## src/design/sbr_pkg.sv

```systemverilog
// shared types, sizes and helpers for the stream byte reassembler
// no dependencies; imported by sbr_ctrl, sbr_dp and stream_byte_reassembler
`default_nettype none

package sbr_pkg;

    localparam int CAPACITY   = 64;
    localparam int IDX_W      = 32;
    localparam int BYTE_W     = 8;
    localparam int SLOT_W     = $clog2(CAPACITY);
    localparam int CNT_W      = $clog2(CAPACITY + 1);
    localparam int IN_DATA_W  = 48;
    localparam int IN_USER_W  = 2;
    localparam int OUT_DATA_W = 16;

    typedef logic [SLOT_W-1:0] slot_t;
    typedef logic [CNT_W-1:0]  cnt_t;
    typedef logic [IDX_W-1:0]  idx_t;
    typedef logic [BYTE_W-1:0] byte_t;

    // controller to datapath
    typedef struct packed {
        logic capture;
        logic update;
        logic scan;
        logic fetch;
        logic show;
    } cmd_t;

    // datapath to controller
    typedef struct packed {
        logic mode_one;
        logic scan_more;
        logic cnt_zero;
    } stat_t;

    function automatic slot_t slot_inc(input slot_t s);
        slot_t r;
        if (s == slot_t'(CAPACITY - 1))
        begin
            r = '0;
        end
        else
        begin
            r = s + slot_t'(1);
        end
        return r;
    endfunction

endpackage

`default_nettype wire

```

## src/design/sbr_ctrl.sv

```systemverilog
// sequencer for the reassembler: capture, update, head scan, byte drain
// depends on sbr_pkg; drives the datapath sbr_dp through cmd_t / stat_t
`default_nettype none

module sbr_ctrl (
    input  wire logic          clk,
    input  wire logic          rst_n,
    input  wire logic          s_tvalid,
    output logic               s_tready,
    output logic               m_tvalid,
    input  wire logic          m_tready,
    output logic               m_tuser,
    output logic               m_tlast,
    output sbr_pkg::cmd_t      cmd,
    input  wire sbr_pkg::stat_t stat
);
    import sbr_pkg::*;

    typedef enum logic [2:0] {
        IDLE,
        UPDATE,
        SCAN,
        FETCH,
        SHOW,
        NONE
    } state_t;

    state_t state_reg, state_next;
    logic   s_tready_reg;
    logic   m_tvalid_reg;
    logic   m_tuser_reg;

    always_comb
    begin
        state_next = state_reg;
        unique case (state_reg)
            IDLE:
            begin
                if (s_tvalid)
                begin
                    state_next = UPDATE;
                end
            end
            UPDATE:
            begin
                state_next = stat.mode_one ? NONE : SCAN;
            end
            SCAN:
            begin
                if (!stat.scan_more)
                begin
                    state_next = stat.cnt_zero ? NONE : FETCH;
                end
            end
            FETCH:
            begin
                state_next = SHOW;
            end
            SHOW:
            begin
                if (m_tready)
                begin
                    state_next = stat.cnt_zero ? IDLE : FETCH;
                end
            end
            NONE:
            begin
                if (m_tready)
                begin
                    state_next = IDLE;
                end
            end
            default:
            begin
                state_next = IDLE;
            end
        endcase
    end

    always_ff @(posedge clk or negedge rst_n)
    begin
        if (!rst_n)
        begin
            state_reg    <= IDLE;
            s_tready_reg <= 1'b1;
            m_tvalid_reg <= 1'b0;
            m_tuser_reg  <= 1'b0;
        end
        else
        begin
            state_reg    <= state_next;
            s_tready_reg <= (state_next == IDLE);
            m_tvalid_reg <= (state_next == SHOW) || (state_next == NONE);
            m_tuser_reg  <= (state_next == SHOW);
        end
    end

    assign cmd.capture = (state_reg == IDLE) && s_tvalid;
    assign cmd.update  = (state_reg == UPDATE);
    assign cmd.scan    = (state_reg == SCAN);
    assign cmd.fetch   = (state_reg == FETCH);
    assign cmd.show    = m_tuser_reg;

    assign s_tready = s_tready_reg;
    assign m_tvalid = m_tvalid_reg;
    assign m_tuser  = m_tuser_reg;
    // a drained word is last once the run count is used up; the no-byte word is always last
    assign m_tlast  = m_tvalid_reg && (!m_tuser_reg || stat.cnt_zero);

endmodule

`default_nettype wire

```

## src/design/sbr_dp.sv

```systemverilog
// datapath of the reassembler: window memory, valid marks, stream counters
// depends on sbr_pkg; sequenced by sbr_ctrl
`default_nettype none

module sbr_dp (
    input  wire logic           clk,
    input  wire logic           rst_n,
    input  wire sbr_pkg::cmd_t  cmd,
    output sbr_pkg::stat_t      stat,
    input  wire logic           mode,
    input  wire sbr_pkg::idx_t  byte_index,
    input  wire sbr_pkg::byte_t byte_value,
    input  wire logic           has_byte,
    input  wire logic           last_of_segment,
    input  wire logic           eof_flag,
    input  wire sbr_pkg::cnt_t  read_count,
    output sbr_pkg::byte_t      out_byte,
    output logic                end_of_stream,
    output sbr_pkg::cnt_t       unassembled_count
);
    import sbr_pkg::*;

    localparam logic [IDX_W:0]    CAP_EXT  = (IDX_W + 1)'(CAPACITY);
    localparam logic [SLOT_W:0]   CAP_SLOT = (SLOT_W + 1)'(CAPACITY);

    // captured word
    logic  mode_reg;
    idx_t  idx_reg;
    byte_t val_reg;
    logic  has_reg;
    logic  last_reg;
    logic  eof_reg;
    cnt_t  rc_reg;

    // stream state
    byte_t                 mem [CAPACITY];
    logic [CAPACITY-1:0]   valid_reg;
    idx_t                  wt_reg;
    slot_t                 wt_slot_reg;
    idx_t                  rt_reg;
    logic                  eof_seen_reg;
    cnt_t                  held_reg;

    // head scan
    idx_t  scan_idx_reg;
    slot_t scan_slot_reg;
    cnt_t  cnt_reg;
    byte_t rd_data_reg;

    logic [IDX_W:0]  limit;
    logic [IDX_W:0]  seg_end;
    idx_t            offset;
    logic [SLOT_W:0] slot_sum;
    slot_t           st_slot;
    logic            store;
    logic            eof_hit;
    logic [IDX_W:0]  rt_sum;

    always_comb
    begin
        limit    = {1'b0, rt_reg} + CAP_EXT;
        seg_end  = {1'b0, idx_reg} + {{IDX_W{1'b0}}, has_reg};
        offset   = idx_reg - wt_reg;
        // offset stays below CAPACITY whenever the byte is stored
        slot_sum = {1'b0, wt_slot_reg} + {1'b0, offset[SLOT_W-1:0]};
        st_slot  = (slot_sum >= CAP_SLOT) ? slot_t'(slot_sum - CAP_SLOT)
                                          : slot_sum[SLOT_W-1:0];
        store    = has_reg && (idx_reg >= wt_reg) && ({1'b0, idx_reg} < limit)
                   && (idx_reg != '1);
        eof_hit  = last_reg && eof_reg && (seg_end <= limit);
        rt_sum   = {1'b0, rt_reg} + (IDX_W + 1)'(rc_reg);
    end

    always_ff @(posedge clk)
    begin
        if (cmd.capture)
        begin
            mode_reg <= mode;
            idx_reg  <= byte_index;
            val_reg  <= byte_value;
            has_reg  <= has_byte;
            last_reg <= last_of_segment;
            eof_reg  <= eof_flag;
            rc_reg   <= read_count;
        end
        if (cmd.update && !mode_reg && store)
        begin
            mem[st_slot] <= val_reg;
        end
        if (cmd.fetch)
        begin
            rd_data_reg <= mem[wt_slot_reg];
        end
    end

    always_ff @(posedge clk or negedge rst_n)
    begin
        if (!rst_n)
        begin
            valid_reg     <= '0;
            wt_reg        <= '0;
            wt_slot_reg   <= '0;
            rt_reg        <= '0;
            eof_seen_reg  <= 1'b0;
            held_reg      <= '0;
            scan_idx_reg  <= '0;
            scan_slot_reg <= '0;
            cnt_reg       <= '0;
        end
        else
        begin
            if (cmd.update)
            begin
                scan_idx_reg  <= wt_reg;
                scan_slot_reg <= wt_slot_reg;
                cnt_reg       <= '0;
                if (mode_reg)
                begin
                    rt_reg <= (rt_sum > {1'b0, wt_reg}) ? wt_reg : rt_sum[IDX_W-1:0];
                end
                else
                begin
                    if (eof_hit)
                    begin
                        eof_seen_reg <= 1'b1;
                    end
                    if (store)
                    begin
                        valid_reg[st_slot] <= 1'b1;
                        if (!valid_reg[st_slot])
                        begin
                            held_reg <= held_reg + cnt_t'(1);
                        end
                    end
                end
            end
            if (cmd.scan)
            begin
                if (stat.scan_more)
                begin
                    scan_idx_reg  <= scan_idx_reg + idx_t'(1);
                    scan_slot_reg <= slot_inc(scan_slot_reg);
                    cnt_reg       <= cnt_reg + cnt_t'(1);
                end
                else
                begin
                    // the whole run leaves the window
                    held_reg <= held_reg - cnt_reg;
                end
            end
            if (cmd.fetch)
            begin
                valid_reg[wt_slot_reg] <= 1'b0;
                wt_reg                 <= wt_reg + idx_t'(1);
                wt_slot_reg            <= slot_inc(wt_slot_reg);
                cnt_reg                <= cnt_reg - cnt_t'(1);
            end
        end
    end

    assign stat.mode_one  = mode_reg;
    assign stat.scan_more = valid_reg[scan_slot_reg] && (scan_idx_reg != '1)
                            && (cnt_reg != cnt_t'(CAPACITY));
    assign stat.cnt_zero  = (cnt_reg == '0);

    assign out_byte          = cmd.show ? rd_data_reg : '0;
    assign end_of_stream     = eof_seen_reg && (held_reg == '0);
    assign unassembled_count = held_reg;

endmodule

`default_nettype wire

```

## src/design/stream_byte_reassembler.sv

```systemverilog
// channel  dir  signals                    payload
// s_       in   tvalid tready tdata tuser  one segment byte or consumer read notice
//                      tlast               last word of the segment
// m_       out  tvalid tready tdata tuser  one delivered byte or a status-only word
//                      tlast               last word caused by the input word
//
// one word at a time: capture, an update step, a head scan of one slot per
// cycle, then a memory read and an output word for each delivered byte; a
// segment word that releases nothing and a read notice each give one
// status-only word.
// rst_n is asynchronous; valid marks and counters clear at once, no sweep.
// the sink may hold m_tready low at any time; the output word holds meanwhile.
//
// top level of the stream byte reassembler; depends on sbr_pkg, sbr_ctrl, sbr_dp
`default_nettype none

module stream_byte_reassembler (
    input  wire logic                         clk,
    input  wire logic                         rst_n,
    input  wire logic                         s_tvalid,
    output logic                              s_tready,
    // byte_index[31:0], byte_value[39:32], eof_flag[40], read_count[47:41]
    input  wire logic [sbr_pkg::IN_DATA_W-1:0] s_tdata,
    // mode[0], has_byte[1]
    input  wire logic [sbr_pkg::IN_USER_W-1:0] s_tuser,
    input  wire logic                         s_tlast,
    output logic                              m_tvalid,
    input  wire logic                         m_tready,
    // out_byte[7:0], end_of_stream[8], unassembled_count[15:9]
    output logic [sbr_pkg::OUT_DATA_W-1:0]    m_tdata,
    // out_valid[0]
    output logic                              m_tuser,
    output logic                              m_tlast
);
    import sbr_pkg::*;

    cmd_t  cmd;
    stat_t stat;
    byte_t out_byte;
    logic  end_of_stream;
    cnt_t  unassembled_count;

    sbr_ctrl u_ctrl (
        .clk      (clk),
        .rst_n    (rst_n),
        .s_tvalid (s_tvalid),
        .s_tready (s_tready),
        .m_tvalid (m_tvalid),
        .m_tready (m_tready),
        .m_tuser  (m_tuser),
        .m_tlast  (m_tlast),
        .cmd      (cmd),
        .stat     (stat)
    );

    sbr_dp u_dp (
        .clk               (clk),
        .rst_n             (rst_n),
        .cmd               (cmd),
        .stat              (stat),
        .mode              (s_tuser[0]),
        .byte_index        (s_tdata[IDX_W-1:0]),
        .byte_value        (s_tdata[IDX_W+BYTE_W-1:IDX_W]),
        .has_byte          (s_tuser[1]),
        .last_of_segment   (s_tlast),
        .eof_flag          (s_tdata[IDX_W+BYTE_W]),
        .read_count        (s_tdata[IDX_W+BYTE_W+CNT_W:IDX_W+BYTE_W+1]),
        .out_byte          (out_byte),
        .end_of_stream     (end_of_stream),
        .unassembled_count (unassembled_count)
    );

    assign m_tdata = {unassembled_count, end_of_stream, out_byte};

    // one word in flight: never taking input while a result is offered
    a_one_at_a_time: assert property (@(posedge clk) disable iff (!rst_n)
        !(s_tready && m_tvalid))
        else $error("input taken while a result is pending");

    a_ready_drops: assert property (@(posedge clk) disable iff (!rst_n)
        (s_tvalid && s_tready) |=> !s_tready)
        else $error("ready stayed high after an accepted word");

    a_no_byte_zero: assert property (@(posedge clk) disable iff (!rst_n)
        (m_tvalid && !m_tuser) |-> (m_tdata[7:0] == 8'd0 && m_tlast))
        else $error("status-only word carries a byte or is not last");

    a_held_bound: assert property (@(posedge clk) disable iff (!rst_n)
        m_tvalid |-> (unassembled_count <= cnt_t'(CAPACITY)))
        else $error("held count beyond window size");

endmodule

`default_nettype wire

```

## config.mk

```make
export PLATFORM = sky130hd
export DESIGN_NAME = stream_byte_reassembler
export DESIGN_NICKNAME = d
export VERILOG_FILES = /design/src/design/sbr_pkg.sv /design/src/design/sbr_ctrl.sv /design/src/design/sbr_dp.sv /design/src/design/stream_byte_reassembler.sv
export SDC_FILE = /design/constraint.sdc
export NUM_CORES = 1
export LEC_CHECK = 0
export BUFFER_PORTS_ARGS = -buffer_cell sky130_fd_sc_hd__buf_4
export CORE_MARGIN = 5
export CORE_UTILIZATION = 45
export CTS_BUF_LIST = sky130_fd_sc_hd__clkbuf_8 sky130_fd_sc_hd__clkbuf_16
export CTS_CLUSTER_DIAMETER = 50
export DETAILED_ROUTE_END_ITERATION = 12
export PLACE_DENSITY_LB_ADDON = 0.25
export SKIP_LAST_GASP = 1
export SYNTH_ARGS = -nofsm -noshare
export SYNTH_HDL_FRONTEND = slang
export SYNTH_SLANG_ARGS = --single-unit
```

## constraint.sdc

```tcl
create_clock -name clk -period 5.4 [get_ports clk]
set_input_delay 1.08 -clock clk [delete_from_list [all_inputs] [get_ports clk]]
set_output_delay 1.08 -clock clk [all_outputs]
set_load 0.01 [all_outputs]
```

Word-level counts from Yosys, hierarchy flattened
Memory sizes are Yosys's and may differ from the RTL's. A register that Yosys moved wholly into a read port is not among the register bits.
Cells that the tools add are included.
{ "op_classes": {"magnitude_cmp": 10, "n_mux": 43, "n_reduce_logical": 24, "n_addsub": 14, "n_eq_ne": 12, "bitwise_logic": 4} }
{ "op_table": {"columns": ["operator", "count"], "rows": [
  ["$mux 64", 4],
  ["$mux 32", 4],
  ["$mux 7", 10],
  ["$add 32x1->32 const B", 2],
  ["$and 64x64->64", 1],
  ["$ne 32x32->1 const B", 2],
  ["$not 64->64", 1],
  ["$or 64x64->64", 1],
  ["$mux 6", 6],
  ["$add 32x1->33", 1],
  ["$add 32x7->33", 1],
  ["$add 32x7->33 const B", 1],
  ["$gt 33x32->1", 1],
  ["$le 33x33->1", 1],
  ["$lt 32x33->1", 1],
  ["$ge 32x32->1", 1],
  ["$lt 6x7->1 const B", 3],
  ["$mux 3", 6],
  ["$pmux 3 s6", 1],
  ["$add 7x1->7 const B", 2],
  ["$logic_and 1x1->1", 14],
  ["$logic_not 7->1", 2],
  ["$add 6x1->6 const B", 2],
  ["$bmux 1 s6", 2],
  ["other kinds (22)", 37]
]} }
{ "word_totals": {"output_inout_bits": 20, "reg_bits": 244, "mem_count": 1, "input_bits": 55, "ram_bits": 512} }
{ "memory_table": {"columns": ["memory", "depth", "width", "rd", "rd_ports_with_merged_regs", "wr", "line", "source"], "rows": [
  ["u_dp.mem", 64, 8, 1, 1, 1, "sbr_dp.sv:36", "byte_t mem [CAPACITY];"]
]} }

Longest topological paths before layout
{ "logic_depth": {"ltp_word": 14, "depth_mapped": 23, "depth_no_buf": 20} }

Hierarchy
A second synthesis with hierarchy kept.
{ "unflattened": {"cells_unflattened": 2868, "area_unflattened_um2": 36334.8} }
{ "by_module_without_submodules": {"columns": ["mod", "area_each_um2", "n_inst", "cells_each"], "rows": [
  ["sbr_dp", 35954.5, 1, 2832],
  ["sbr_ctrl", 372.9, 1, 35],
  ["stream_byte_reassembler", 7.5, 1, 1]
]} }

Worst setup path before layout
OpenSTA, ideal clock, no wires.
{ "synth_timing": {"kind": "register to register", "startpoint": "register u_dp.rt_reg[0]", "endpoint": "register u_dp.rt_reg[20]", "path_slack_ns": 0.528, "n_path_buf": 3, "t_arrival_ns": 4.734, "setup_ns": 0.137, "required_time_ns": 5.263, "stages_incl_launch_ff": 24, "period_less_slack_ns": 4.872, "path_cell_list": "dfrtp_1 ha_1 inv_1 fa_1 nor2b_1 o21a_1 o21a_1 o221a_2 and2_1 clkbuf_1 nand4_1 xnor2_1 ha_1 nand4_1 or2_2 nor3_1 nand4b_1 a2111oi_0 nand4_1 a22oi_1 buf_4 buf_2 mux2i_1 a2bb2oi_1"} }
{ "synth_between": {"elab_chain_cells": 3} }
{ "synth_rtl": {"columns": ["item", "line", "source"], "rows": [
  ["start, declared", "sbr_dp.sv:40", "idx_t rt_reg;"],
  ["start signal, assigned", "sbr_dp.sv:119", "rt_reg <= (rt_sum > {1'b0, wt_reg}) ? wt_reg : rt_sum[IDX_W-1:0];"],
  ["$add 32x7->33 (*)", "sbr_dp.sv:71", "rt_sum = {1'b0, rt_reg} + (IDX_W + 1)'(rc_reg);"],
  ["$gt 33x32->1", "sbr_dp.sv:119", null],
  ["$mux 32 (*)", "sbr_dp.sv:119", null]
]} }
Mark *: on every way between the ends. The rest lies on a longest branch, timed or not.
A chain may end at the register's enable or synchronous reset.

Worst setup path in the final report
{ "layout_timing": {"startpoint": "register u_dp.rt_reg[0]", "endpoint": "register u_dp.rt_reg[15]"} }
Same word-level chain as after synthesis.

==> impl_metrics.json <==
{
  "rsz0062_at_grt": "yes",
  "ios": 75,
  "syn_area_um2": 35700,
  "critPathLaunchType": "flop",
  "power.switching_mw": 8.09,
  "place_congestion": 0.982,
  "layout_common_cells": "edfxtp_1 (571), a22oi_1 (229), dfrtp_1 (192)",
  "track_usage_pct": 23.8,
  "whs_ns": 0.469,
  "finalCritPeriodShare_pct": 94.8,
  "rows": 103,
  "cts_tree": "built",
  "wl_per_cell_um": 25.8,
  "crit_fanout": 26,
  "critPathTopFamily": "simple AND/OR/NAND/NOR gates",
  "drc_errors": 0,
  "final_common_cell": "edfxtp_1",
  "gr-total-overflow": 0,
  "grt_pass1_vias": 24900,
  "critical_path.cell_chain": "ha_1 > inv_1 > fa_1 > nor2b_1 > o21a_1 > o21a_1 > o221a_4 > and2_1 > nand4_1 > xnor2_1 > ha_1 > nand4_1 > or2_2 > nor3_2 > nand4b_1 > a2111oi_2 > nand4_1 > a22oi_2 > buf_12 > mux2i_1 > a2bb2oi_1",
  "ys_async_sr_fraction_pct": 25.3,
  "slowest_delay_ns": 0.41,
  "cts_buffers": 92,
  "drive_above_1_share_pct": 13.3,
  "largest_reg_flops": 512,
  "core_region_area_um2": 78900,
  "synth_edf_count": 571,
  "hold_viol": 0,
  "yosysSeqAreaShare_pct": 61.5,
  "min_path_type": "flop to flop",
  "cts_max_level": 3,
  "path_buf_inv": 2,
  "p_seq_share_pct": 36.6,
  "irDropWorstVdd_mv": 0.467,
  "status": "completed",
  "setup_tns_ns": 0,
  "critical-path-slowest-cell": "a2111oi_2",
  "io_buffers": 74,
  "ant_nets": 0,
  "ys_warn_count": 0,
  "power_leakage_nw": 14.8,
  "netSwitchingFraction_pct": 37.7,
  "crit_path_end_kind": "flop",
  "finalSetupViolations": 0,
  "die_x_um": 292,
  "antenna_found_initial": 0,
  "cp_data_arrival_time_ns": 5.59,
  "cp.required_ns": 5.87,
  "synthCells": 2773,
  "nNetsFinal": 3134,
  "vias": 25100,
  "clock-sinks": 764,
  "fin_skew_ns": 0.0502,
  "syn2layout_area_growth_pct": 15.2,
  "root_buffer": "clkbuf_16",
  "postRouteWirelength_mm": 105,
  "intPower_mw": 13.3,
  "path_class": "flop to flop",
  "clockBufferDepth": 3,
  "synthesis.nets": 2988,
  "avgSynthCellArea_um2": 12.9,
  "maxSlewHeadroom_pct": 24.6,
  "hold_buffers": 0,
  "ys_ff_latch": 764,
  "power_frac_comb_pct": 34.9,
  "firstDrtPassIters": 5,
  "synthDistinctLibCells": 70,
  "grt_max_degree": 104,
  "dieArea_um2": 85100,
  "synth_top_flop_cell": "edfxtp_1",
  "path_clk_slew_ns": 0.06,
  "via_per_inst": 6.20,
  "worst_pin_slew_ns": 1.12,
  "worst_path_most_repeated_cell": "nand4_1",
  "powerDensity_nw_per_um2": 521,
  "pwr-share-clk_pct": 28.5,
  "die_y_um": 292,
  "clk_latency_ns": 0.67,
  "slew_violations": 0,
  "drtIter0Drc": 2406,
  "timing.final.crit_period_ns": 5.12,
  "max_cap_viol_count": 0,
  "grt_pass1_wl_mm": 157,
  "start_util_pct": 45.3,
  "max_freq_mhz": 195,
  "hpwl_mm": 69.7
}
-- layout make-up --
cell class	instances	area [µm²]
multi-input cells	1789	13000
fillers	6635	37700
repair buffers	195	1510
clock buffers	93	2320
flip-flops and latches	764	22000
clock inverters	77	742
diodes	1	2.50
well taps	1050	1310
inverters	77	289
-- final timing paths --
kind                       slack, ns  cells after the start                  startpoint                             endpoint
hold / removal                  0.47                      1  u_dp.wt_reg[9]$_DFFE_PN0P_           u_dp.wt_reg[9]$_DFFE_PN0P_
min in group asynchronous       0.50                      1                       rst_n  u_dp.unassembled_count[0]$_DFF_PN0_
hold reg to reg                 0.47                      1  u_dp.wt_reg[9]$_DFFE_PN0P_           u_dp.wt_reg[9]$_DFFE_PN0P_
setup / recovery                0.28                     21  u_dp.rt_reg[0]$_DFFE_PN0P_          u_dp.rt_reg[15]$_DFFE_PN0P_
setup reg to reg                0.28                     21  u_dp.rt_reg[0]$_DFFE_PN0P_          u_dp.rt_reg[15]$_DFFE_PN0P_
max in group asynchronous       3.59                      2                       rst_n        u_dp.eof_seen_reg$_DFFE_PN0P_
-- power by group through the flow --
stage	registers, mW	logic, mW	clock network [mW]
after floorplan	7.63	4.94	0
after global placement	7.91	7.17	0
after detailed placement	7.93	7.35	0
after CTS	7.83	7.39	6.19
after global routing	7.91	8.08	6.45
final	7.85	7.49	6.10
-- cell usage after synthesis (8+ instances only) --
master	number	area, µm²
mux4_2	22	495
a22oi_1	230	1730
o21ai_0	60	300
nand2_1	167	627
nand4_1	108	676
and3_1	34	213
nor2b_1	21	131
a31oi_1	26	163
buf_1	15	56.3
xor2_1	32	280
a22o_1	24	210
nand2b_1	11	68.8
nor4_1	9	56.3
a311oi_1	9	78.8
or3_1	10	62.6
inv_1	77	289
nor3_1	37	185
a2bb2oi_1	77	674
o21a_1	13	97.6
mux2i_1	44	440
buf_2	13	65.1
and4_1	17	149
xnor2_1	103	902
clkbuf_1	110	413
nor2_1	176	661
a221oi_1	38	333
ha_1	156	1950
and2_1	17	106
nand3_1	101	505
a21o_1	31	233
o311ai_0	10	87.6
a21oi_1	91	455
edfxtp_1	571	17100
dfrtp_1	192	4800
a211oi_1	16	120
or2_2	8	50.1
-- cell families after synthesis --
logic type,count (synthesis),synth area share (%)
compound gates,695,14.3
xor+xnor,135,3.31
fa+ha+maj,160,5.69
buf+inv,220,2.40
flops,764,61.5
mux,69,2.71
simple gates,730,10.1
-- routing by layer --
metal,wire [µm],share of wire (%),track usage [%]
met2,51000,49,39.8
met3,6430,6.2,3.03
met5,0,0,0
met1,42400,41,31.6
met4,4690,4.5,10.3
-- through the flow --
step / area, µm² / instances / total power [mW] / util [%] / worst slack, ns
floorplan: 35700 / 2773 / 12.6 / - / 0.528
global placement: 38100 / 3875 / 15.1 / 48.3 / 0.268
detailed placement: 38100 / 3875 / 15.3 / 48.3 / 0.0896
CTS: 41100 / 4045 / 21.4 / 52.1 / 0.0322
global route: 41100 / 4045 / 22.4 / 52.2 / -0.0272
finish: 41100 / 4046 / 21.4 / 52.2 / 0.279
-- timing repair --
| action | CTS | global route |
|---|---|---|
| endpoints found under the setup margin | 0 | 32 |
| setup buffers | 0 | 0 |
| gates resized for setup | 0 | 6 |
Note: power is estimated with default switching activity, not from simulation.
